File: src/mss_pkg.sv
// shared types and constants of the murmur2 shard selector
// no dependencies; used by all modules of the block
package mss_pkg;

  localparam int HASH_W = 32;
  localparam int CNT_W  = 5;
  localparam int CFG_IDX_W = 2;

  localparam logic [HASH_W-1:0] MIX_MUL     = 32'h5bd1e995;
  localparam int                MIX_SHIFT   = 24;
  localparam int                FIN_SHIFT_A = 13;
  localparam int                FIN_SHIFT_B = 15;
  localparam logic [HASH_W-1:0] SEED_RESET  = 32'd5381;
  localparam logic [HASH_W-1:0] COUNT_RESET = 32'd1;

  // configuration register indexes
  localparam logic [CFG_IDX_W-1:0] REG_HASH_SEED    = 2'd0;
  localparam logic [CFG_IDX_W-1:0] REG_SERVER_COUNT = 2'd1;

  typedef enum logic [2:0] {
    F_IDLE,
    F_K1,
    F_K2,
    F_HMIX,
    F_TAIL,
    F_FIN,
    F_PUSH
  } front_state_t;

  typedef enum logic [1:0] {
    B_IDLE,
    B_DIV,
    B_HOLD
  } back_state_t;

  // front to queue
  typedef struct packed {
    logic              push;
    logic [HASH_W-1:0] hash;
  } q_wr_t;

  // queue to back
  typedef struct packed {
    logic              empty;
    logic [HASH_W-1:0] hash;
  } q_rd_t;

endpackage

File: src/murmur2_shard_select.sv
// top level of the murmur2 shard selector: config registers, front, queue, back
// depends on mss_pkg, mss_front, mss_queue, mss_back
//
// usage
//   input channel: push/full queue port carrying one little-endian key word,
//   its valid byte count, first/last marks and the total key length (read on
//   the first word only). an item is taken when push is high and full is low.
//   result channel: empty/pop queue port. while empty is low the oldest
//   result (hash, server index) is shown; pop with empty low takes it.
//   config channel: valid/ready write port, index 0 = hash seed, index 1 =
//   server count; ready is always high. write only while the block is idle.
// processing
//   front: k mixes and an h mix per full word, a tail mix per partial word, none per
//   empty word, finish and push on the last; one shared multiplier, one word at a time
//   back: 32 steps of the restoring divider per key, one key at a time
// last word to result
//   mix states, F_FIN, F_PUSH, queue, B_IDLE load, B_DIV, B_HOLD, result register
// reset
//   clears running hash, queue, result valid flag; config to seed 5381, count 1
// stall
//   a held result lets the divider finish the next key; the queue then
//   fills and full rises once the front has a hash it cannot hand on.
module murmur2_shard_select #(
  parameter int QUEUE_DEPTH = 2
) (
  input  logic                          clk,
  input  logic                          rst_n,
  // input channel
  input  logic                          in_push,
  output logic                          in_full,
  input  logic [31:0]                   in_key_word,
  input  logic [2:0]                    in_valid_bytes,
  input  logic                          in_first_word,
  input  logic [31:0]                   in_key_length,
  input  logic                          in_last_word,
  // result channel
  output logic                          out_empty,
  input  logic                          out_pop,
  output logic [31:0]                   out_hash_value,
  output logic [31:0]                   out_server_index,
  // config channel
  input  logic                          cfg_valid,
  output logic                          cfg_ready,
  input  logic [mss_pkg::CFG_IDX_W-1:0] cfg_index,
  input  logic [31:0]                   cfg_data
);

  logic [mss_pkg::HASH_W-1:0] seed_r, seed_nxt;
  logic [mss_pkg::HASH_W-1:0] count_r, count_nxt;

  mss_pkg::q_wr_t q_wr;
  mss_pkg::q_rd_t q_rd;
  logic           q_full;
  logic           q_pop;

  // config writes are always taken
  assign cfg_ready = 1'b1;

  // register decode; unknown indexes are dropped
  always_comb begin
    seed_nxt  = seed_r;
    count_nxt = count_r;
    if (cfg_valid) begin
      unique case (cfg_index)
        mss_pkg::REG_HASH_SEED:    seed_nxt  = cfg_data;
        mss_pkg::REG_SERVER_COUNT: count_nxt = cfg_data;
        default: seed_nxt = seed_r;
      endcase
    end
  end

  always_ff @(posedge clk) begin
    if (!rst_n) begin
      seed_r  <= mss_pkg::SEED_RESET;
      count_r <= mss_pkg::COUNT_RESET;
    end else begin
      seed_r  <= seed_nxt;
      count_r <= count_nxt;
    end
  end

  // front: word mixing and finish
  mss_front u_front (
    .clk            (clk),
    .rst_n          (rst_n),
    .hash_seed      (seed_r),
    .in_push        (in_push),
    .in_full        (in_full),
    .in_key_word    (in_key_word),
    .in_valid_bytes (in_valid_bytes),
    .in_first_word  (in_first_word),
    .in_key_length  (in_key_length),
    .in_last_word   (in_last_word),
    .wr             (q_wr),
    .q_full         (q_full)
  );

  // finished hashes waiting for the divider
  mss_queue #(
    .DEPTH (QUEUE_DEPTH)
  ) u_queue (
    .clk   (clk),
    .rst_n (rst_n),
    .wr    (q_wr),
    .full  (q_full),
    .pop   (q_pop),
    .rd    (q_rd)
  );

  // back: modulo and result register
  mss_back u_back (
    .clk              (clk),
    .rst_n            (rst_n),
    .server_count     (count_r),
    .rd               (q_rd),
    .q_pop            (q_pop),
    .out_empty        (out_empty),
    .out_pop          (out_pop),
    .out_hash_value   (out_hash_value),
    .out_server_index (out_server_index)
  );

endmodule

File: src/mss_queue.sv
// short queue of finished hashes between front and back
// depends on mss_pkg
module mss_queue #(
  parameter int DEPTH = 2
) (
  input  logic          clk,
  input  logic          rst_n,
  input  mss_pkg::q_wr_t wr,
  output logic          full,
  input  logic          pop,
  output mss_pkg::q_rd_t rd
);

  localparam int PTR_W = (DEPTH > 1) ? $clog2(DEPTH) : 1;
  localparam int CNT_W = $clog2(DEPTH + 1);

  logic [mss_pkg::HASH_W-1:0] mem [DEPTH];
  logic [PTR_W-1:0] wr_ptr_r, wr_ptr_nxt;
  logic [PTR_W-1:0] rd_ptr_r, rd_ptr_nxt;
  logic [CNT_W-1:0] count_r, count_nxt;
  logic             do_wr, do_rd;

  assign full     = (count_r == CNT_W'(DEPTH));
  assign rd.empty = (count_r == '0);
  assign rd.hash  = mem[rd_ptr_r];
  assign do_wr    = wr.push && !full;
  assign do_rd    = pop && !rd.empty;

  always_comb begin
    wr_ptr_nxt = wr_ptr_r;
    rd_ptr_nxt = rd_ptr_r;
    count_nxt  = count_r;
    if (do_wr) begin
      wr_ptr_nxt = (wr_ptr_r == PTR_W'(DEPTH - 1)) ? '0 : wr_ptr_r + 1'b1;
    end
    if (do_rd) begin
      rd_ptr_nxt = (rd_ptr_r == PTR_W'(DEPTH - 1)) ? '0 : rd_ptr_r + 1'b1;
    end
    if (do_wr && !do_rd) begin
      count_nxt = count_r + 1'b1;
    end else if (do_rd && !do_wr) begin
      count_nxt = count_r - 1'b1;
    end
  end

  always_ff @(posedge clk) begin
    if (!rst_n) begin
      wr_ptr_r <= '0;
      rd_ptr_r <= '0;
      count_r  <= '0;
    end else begin
      wr_ptr_r <= wr_ptr_nxt;
      rd_ptr_r <= rd_ptr_nxt;
      count_r  <= count_nxt;
    end
  end

  always_ff @(posedge clk) begin
    if (do_wr) begin
      mem[wr_ptr_r] <= wr.hash;
    end
  end

endmodule

File: src/mss_front.sv
// front end: accepts key words, mixes them and finishes the hash
// depends on mss_pkg; one shared 32-bit multiplier
module mss_front (
  input  logic                       clk,
  input  logic                       rst_n,
  input  logic [mss_pkg::HASH_W-1:0] hash_seed,
  input  logic                       in_push,
  output logic                       in_full,
  input  logic [31:0]                in_key_word,
  input  logic [2:0]                 in_valid_bytes,
  input  logic                       in_first_word,
  input  logic [31:0]                in_key_length,
  input  logic                       in_last_word,
  output mss_pkg::q_wr_t             wr,
  input  logic                       q_full
);

  mss_pkg::front_state_t state_r, state_nxt;

  logic [31:0] h_r, h_nxt;
  logic [31:0] k_r, k_nxt;
  logic [31:0] fin_r, fin_nxt;
  logic [31:0] word_r;
  logic [1:0]  nb_r;
  logic        last_r;
  logic        accept;
  logic [31:0] mul_a, mul_p, tail_mask;

  assign accept = in_push && (state_r == mss_pkg::F_IDLE);
  assign mul_p  = mul_a * mss_pkg::MIX_MUL;

  always_comb begin
    case (nb_r)
      2'd1:    tail_mask = 32'h0000_00ff;
      2'd2:    tail_mask = 32'h0000_ffff;
      default: tail_mask = 32'h00ff_ffff;
    endcase
  end

  always_comb begin
    state_nxt = state_r;
    unique case (state_r)
      mss_pkg::F_IDLE: begin
        if (accept) begin
          if (in_valid_bytes[2]) begin
            state_nxt = mss_pkg::F_K1;
          end else if (in_valid_bytes != 3'd0) begin
            state_nxt = mss_pkg::F_TAIL;
          end else if (in_last_word) begin
            state_nxt = mss_pkg::F_FIN;
          end
        end
      end
      mss_pkg::F_K1:   state_nxt = mss_pkg::F_K2;
      mss_pkg::F_K2:   state_nxt = mss_pkg::F_HMIX;
      mss_pkg::F_HMIX,
      mss_pkg::F_TAIL: state_nxt = last_r ? mss_pkg::F_FIN : mss_pkg::F_IDLE;
      mss_pkg::F_FIN:  state_nxt = mss_pkg::F_PUSH;
      mss_pkg::F_PUSH: begin
        if (!q_full) begin
          state_nxt = mss_pkg::F_IDLE;
        end
      end
      default: state_nxt = mss_pkg::F_IDLE;
    endcase
  end

  always_comb begin
    h_nxt   = h_r;
    k_nxt   = k_r;
    fin_nxt = fin_r;
    mul_a   = '0;
    in_full = 1'b1;
    wr.push = 1'b0;
    wr.hash = fin_r ^ (fin_r >> mss_pkg::FIN_SHIFT_B);
    unique case (state_r)
      mss_pkg::F_IDLE: begin
        in_full = 1'b0;
        if (accept && in_first_word) begin
          h_nxt = hash_seed ^ in_key_length;
        end
      end
      mss_pkg::F_K1: begin
        mul_a = word_r;
        k_nxt = mul_p;
      end
      mss_pkg::F_K2: begin
        mul_a = k_r ^ (k_r >> mss_pkg::MIX_SHIFT);
        k_nxt = mul_p;
      end
      mss_pkg::F_HMIX: begin
        mul_a = h_r;
        h_nxt = mul_p ^ k_r;
      end
      mss_pkg::F_TAIL: begin
        mul_a = h_r ^ (word_r & tail_mask);
        h_nxt = mul_p;
      end
      mss_pkg::F_FIN: begin
        // running hash stays unfinished for a following key word
        mul_a   = h_r ^ (h_r >> mss_pkg::FIN_SHIFT_A);
        fin_nxt = mul_p;
      end
      mss_pkg::F_PUSH: begin
        wr.push = !q_full;
      end
      default: begin
        in_full = 1'b1;
      end
    endcase
  end

  always_ff @(posedge clk) begin
    if (!rst_n) begin
      state_r <= mss_pkg::F_IDLE;
      h_r     <= '0;
    end else begin
      state_r <= state_nxt;
      h_r     <= h_nxt;
    end
  end

  always_ff @(posedge clk) begin
    k_r   <= k_nxt;
    fin_r <= fin_nxt;
    if (accept) begin
      word_r <= in_key_word;
      nb_r   <= in_valid_bytes[1:0];
      last_r <= in_last_word;
    end
  end

endmodule

File: src/mss_back.sv
// back end: reduces a finished hash modulo the server count
// depends on mss_pkg; restoring divider, one quotient bit per cycle
module mss_back (
  input  logic                       clk,
  input  logic                       rst_n,
  input  logic [mss_pkg::HASH_W-1:0] server_count,
  input  mss_pkg::q_rd_t             rd,
  output logic                       q_pop,
  output logic                       out_empty,
  input  logic                       out_pop,
  output logic [31:0]                out_hash_value,
  output logic [31:0]                out_server_index
);

  localparam int W = mss_pkg::HASH_W;

  mss_pkg::back_state_t state_r, state_nxt;

  logic [W-1:0]   dvd_r, hash_r, rem_r;
  logic [mss_pkg::CNT_W-1:0] cnt_r;
  logic           out_valid_r, out_valid_nxt;
  logic [W-1:0]   out_hash_r, out_idx_r;
  logic           load, step, out_load, out_take;
  logic [W:0]     rem_sh;
  logic [W+1:0]   diff;
  logic [W-1:0]   rem_step;

  assign rem_sh   = {rem_r, dvd_r[W-1]};
  assign diff     = {1'b0, rem_sh} - {2'b00, server_count};
  assign rem_step = diff[W+1] ? rem_sh[W-1:0] : diff[W-1:0];
  assign out_take = out_pop && out_valid_r;

  always_comb begin
    state_nxt = state_r;
    unique case (state_r)
      mss_pkg::B_IDLE: begin
        if (!rd.empty) begin
          state_nxt = mss_pkg::B_DIV;
        end
      end
      mss_pkg::B_DIV: begin
        if (cnt_r == '0) begin
          state_nxt = mss_pkg::B_HOLD;
        end
      end
      mss_pkg::B_HOLD: begin
        if (!out_valid_r || out_pop) begin
          state_nxt = mss_pkg::B_IDLE;
        end
      end
      default: state_nxt = mss_pkg::B_IDLE;
    endcase
  end

  always_comb begin
    load     = 1'b0;
    step     = 1'b0;
    out_load = 1'b0;
    unique case (state_r)
      mss_pkg::B_IDLE: load     = !rd.empty;
      mss_pkg::B_DIV:  step     = 1'b1;
      mss_pkg::B_HOLD: out_load = !out_valid_r || out_pop;
      default: load = 1'b0;
    endcase
  end

  assign q_pop = load;

  always_comb begin
    out_valid_nxt = out_valid_r;
    if (out_load) begin
      out_valid_nxt = 1'b1;
    end else if (out_take) begin
      out_valid_nxt = 1'b0;
    end
  end

  always_ff @(posedge clk) begin
    if (!rst_n) begin
      state_r     <= mss_pkg::B_IDLE;
      out_valid_r <= 1'b0;
    end else begin
      state_r     <= state_nxt;
      out_valid_r <= out_valid_nxt;
    end
  end

  always_ff @(posedge clk) begin
    if (load) begin
      dvd_r  <= rd.hash;
      hash_r <= rd.hash;
      rem_r  <= '0;
      cnt_r  <= mss_pkg::CNT_W'(W - 1);
    end else if (step) begin
      dvd_r <= dvd_r << 1;
      rem_r <= rem_step;
      cnt_r <= cnt_r - 1'b1;
    end
    if (out_load) begin
      out_hash_r <= hash_r;
      out_idx_r  <= (server_count == '0) ? '0 : rem_r;
    end
  end

  assign out_empty        = !out_valid_r;
  assign out_hash_value   = out_hash_r;
  assign out_server_index = out_idx_r;

endmodule

File: config.mk
export PLATFORM = sky130hd
export DESIGN_NAME = murmur2_shard_select
export DESIGN_NICKNAME = d
export VERILOG_FILES = /design/src/mss_pkg.sv /design/src/murmur2_shard_select.sv /design/src/mss_queue.sv /design/src/mss_front.sv /design/src/mss_back.sv
export SDC_FILE = /design/constraint.sdc
export NUM_CORES = 1
export LEC_CHECK = 0
export BUFFER_PORTS_ARGS = -buffer_cell sky130_fd_sc_hd__buf_2
export CAP_MARGIN = 15
export CORE_MARGIN = 4
export CORE_UTILIZATION = 40
export DETAILED_ROUTE_END_ITERATION = 12
export PLACE_DENSITY = 0.65
export SLEW_MARGIN = 20
export SYNTH_ARGS = -nofsm -noshare
export SYNTH_HDL_FRONTEND = slang
export SYNTH_SLANG_ARGS = --single-unit
File: constraint.sdc
create_clock -name clk -period 11.95 [get_ports clk]
set_input_delay 1.195 -clock clk [delete_from_list [all_inputs] [get_ports clk]]
set_output_delay 1.195 -clock clk [all_outputs]
set_load 0.1 [all_outputs]
==> metrics.log <==
INFO  metric netlist_instances = 2648
INFO  metric cts-htree-levels = 2
INFO  metric clkSlewWorstSetupHoldPaths = 70 ps
INFO  metric outcome = complete, no violations
INFO  metric most_frequent_cells_in_the_layout = 380 x inv_1, 316 x nand2_1, 291 x edfxtp_1
INFO  metric finish.net_count = 3344
INFO  metric largest_reg_flops = 64
INFO  metric synth_top_family_by_area = adder cells
INFO  metric setup-violations-final = 0
INFO  metric grt_use_met3 = between 3 and 4%
INFO  metric drt-wirelength-per-cell = around 20 um
INFO  metric worst-path-max-fanout = 39
INFO  metric critical_path_slowest_stage_cell = dfxtp_1
INFO  metric fin_crit = 9510 ps
INFO  metric xor_xnor_fraction_of_synth_area = 5.54%
INFO  metric reg2reg_slack = 2440 ps
INFO  metric grt_remaining_overflow = 0
INFO  metric cts.sink_count = 435
INFO  metric worst_ep_arrival_time = 10030 ps
INFO  metric grt_setup_unrepaired = false
INFO  metric io_pins = 175
INFO  metric crit_path_frequent_cell = fa_1
INFO  metric die_width = 274 um
INFO  metric cts_hold_repair.buffers = 0
INFO  metric clkLatencyLatePin = 600 ps
INFO  metric finalHoldViolCount = 0
INFO  metric first_pass_grt_wire_length = 114000 um
INFO  metric grtUsageTotal = about 20%
INFO  metric synth_sequential_area_ratio = between 40% and 50%
INFO  metric max-cap-violations = 0
INFO  metric via_count = approximately 20000
INFO  metric period_share = 79.6%
INFO  metric register_with_the_most_flip_flops = u_queue.mem
INFO  metric synth_fa_ha_area_share = 24.0%
INFO  metric ant_nets = 0
INFO  metric grt-busiest-layer = met2
INFO  metric grt_pass1_vias = 19100
INFO  metric clock-root-buffer = clkbuf_16
INFO  metric area.growth.synth_to_final = 12.4%
INFO  metric hpwlAfterDp = ~57000 um
INFO  metric synth_edf_count = 291
INFO  metric height_of_the_die = ~270 um
INFO  metric initialDrtViolationCount = ~1700
INFO  metric cts-buffers-inserted = 45
INFO  metric drive_above_1_share = around an eighth
INFO  metric place.port_buffers = roughly 170
INFO  metric number_of_nets_in_the_synthesized_netlist = 3189
INFO  metric fin_tns_setup = 0 ps
INFO  metric floorplan.rows = 97
INFO  metric start_util = 40.4%
INFO  metric worst-setup-path-type = reg -> reg
INFO  metric final_common_cell = inv_1
INFO  metric nFillCells = 6520
INFO  metric synth.ff_latch_count = 435
INFO  metric setup.worst_path.start_class = flop
INFO  metric timing.critical_path.required = roughly 12000 ps
INFO  metric yosys-mux-area-fraction = 2.67%
INFO  metric met2_resource_use_gr = 31.5%
INFO  metric drt_first_pass_iters = 7
INFO  metric finClkSkew = 28.7 ps
INFO  metric synth_ff_type = edfxtp_1
INFO  metric detail_route.drc_violations = 0
INFO  metric fmax = 105 MHz
INFO  metric grt_use_met1 = between 20 and 30%
INFO  metric cts-root-to-sink-buffers = 3
INFO  metric synth_cell_type_count = 73
INFO  metric dieArea = 75100 um2
INFO  metric route.final.wire_length = around 75000 um
INFO  metric tightest_slew = 1010 ps
INFO  metric postCtsSetupBuffers = 0
INFO  metric grt_start_max_net_pins = 95
INFO  metric worst_hold_path_type = reg -> reg
INFO  metric post_cts_resize_count = 0
INFO  metric diodes_inserted = 0
INFO  metric finalWeightedCongestion = 0.923
INFO  metric syn_area = 28300 um2
INFO  metric relSlewSlack = ~32%
INFO  metric grt_antenna_before_repair = 0
INFO  metric cpPeakStageDelay = 880 ps
INFO  metric async_flop_share = 0%
INFO  metric yosys_warnings = 0
INFO  metric synth_compound_gate_area_share = between 10% and 20%
INFO  metric synth_simple_gate_area_share = 9.19%
INFO  metric slew_violations = 0
INFO  metric viasPerCell = 5.21
INFO  metric core-area = 70000 um2
INFO  metric tritoncts = built
INFO  metric per_instance_average_area_after_synthesis = roughly 11 um2
INFO  metric critical_path_sink_type = flop
[cells in the mapped netlist (all sizes together), types with 10 or more instances]
| library cell | instances | area share, % |
|---|---|---|
| a21boi | 67 | 1.8 |
| a21o | 22 | 0.58 |
| a21oi | 97 | 1.7 |
| a221o | 10 | 0.35 |
| a221oi | 21 | 0.67 |
| a22oi | 14 | 0.37 |
| and2 | 12 | 0.27 |
| buf | 19 | 0.35 |
| clkbuf | 74 | 0.98 |
| dfxtp | 144 | 10 |
| edfxtp | 291 | 31 |
| fa | 182 | 13 |
| ha | 251 | 11 |
| inv | 381 | 5.1 |
| mux2 | 45 | 1.8 |
| mux2i | 25 | 0.88 |
| nand2 | 317 | 4.2 |
| nand2b | 18 | 0.40 |
| nand3 | 33 | 0.58 |
| nor2 | 82 | 1.1 |
| nor2b | 53 | 1.2 |
| nor3 | 11 | 0.19 |
| nor3b | 12 | 0.32 |
| nor4 | 11 | 0.24 |
| o211ai | 11 | 0.29 |
| o21a | 17 | 0.45 |
| o21ai | 141 | 2.5 |
| xnor2 | 91 | 2.8 |
| xor2 | 83 | 2.6 |
[per-layer routing]
metal,share of wire (%),routed length [um],vias up
met2,46,34400,693
met4,2.7,2020,0
met5,0,0,-
met3,7.3,5480,122
met1,44,33000,9561
li1,-,-,9312
[cell families after synthesis]
family          after synthesis
fa+ha+maj                   433
compound gates              482
xor+xnor                    176
simple gates                576
other cells                   1
mux                          70
buf+inv                     475
flops                       435
[critical path, delay by kind of cell, from the launching register on]
family          cells  cell delay [ps]
fa+ha+maj           9             3870
compound gates     10             2760
buf+inv             6              910
flops               1              880
simple gates        3              650
xor+xnor            1              340
[worst paths after layout]
check,from,end,cells past startpoint
setup / recovery,u_front.state_r[2]$_SDFFE_PN0P_,u_front.h_r[31]$_SDFFE_PN0P_,29
hold reg to reg,u_back.hash_r[14]$_DFFE_PP_,u_back.out_hash_value[14]$_DFFE_PP_,0
setup reg to reg,u_front.state_r[2]$_SDFFE_PN0P_,u_front.h_r[31]$_SDFFE_PN0P_,29
hold / removal,u_back.hash_r[14]$_DFFE_PP_,u_back.out_hash_value[14]$_DFFE_PP_,0
[cell type report]
type / count / area, um2 / share of cell area (%)
Multi-Input combinational cell: 1738 / 15000 / 47.0
Sequential cell: 435 / 11600 / 36.5
Inverter: 382 / 1430 / 4.51
Clock buffer: 63 / 1280 / 4.04
Tap cell: 940 / 1180 / 3.70
Timing Repair Buffer: 201 / 1080 / 3.41
Clock inverter: 21 / 259 / 0.814
[metrics by stage]
| stage | util [%] | worst slack [ps] | hold WS, ps | area (um2) | std cells |
|---|---|---|---|---|---|
| 3_3_place_gp | 43.2 | 2720 | 401 | 30300 | 3695 |
| 6_report | 45.4 | 2440 | 418 | 31800 | 3780 |
| 4_1_cts | 45.4 | 2520 | 419 | 31800 | 3780 |
| 5_1_grt | 45.4 | 1860 | 422 | 31800 | 3780 |
| 3_5_place_dp | 43.2 | 2550 | 405 | 30300 | 3696 |
| 2_1_floorplan | - | 2980 | 400 | 28300 | 2648 |
Power is left out: the tool's default activity adds up to more than one toggle a clock period on the data nets, which glitch-free logic cannot reach.
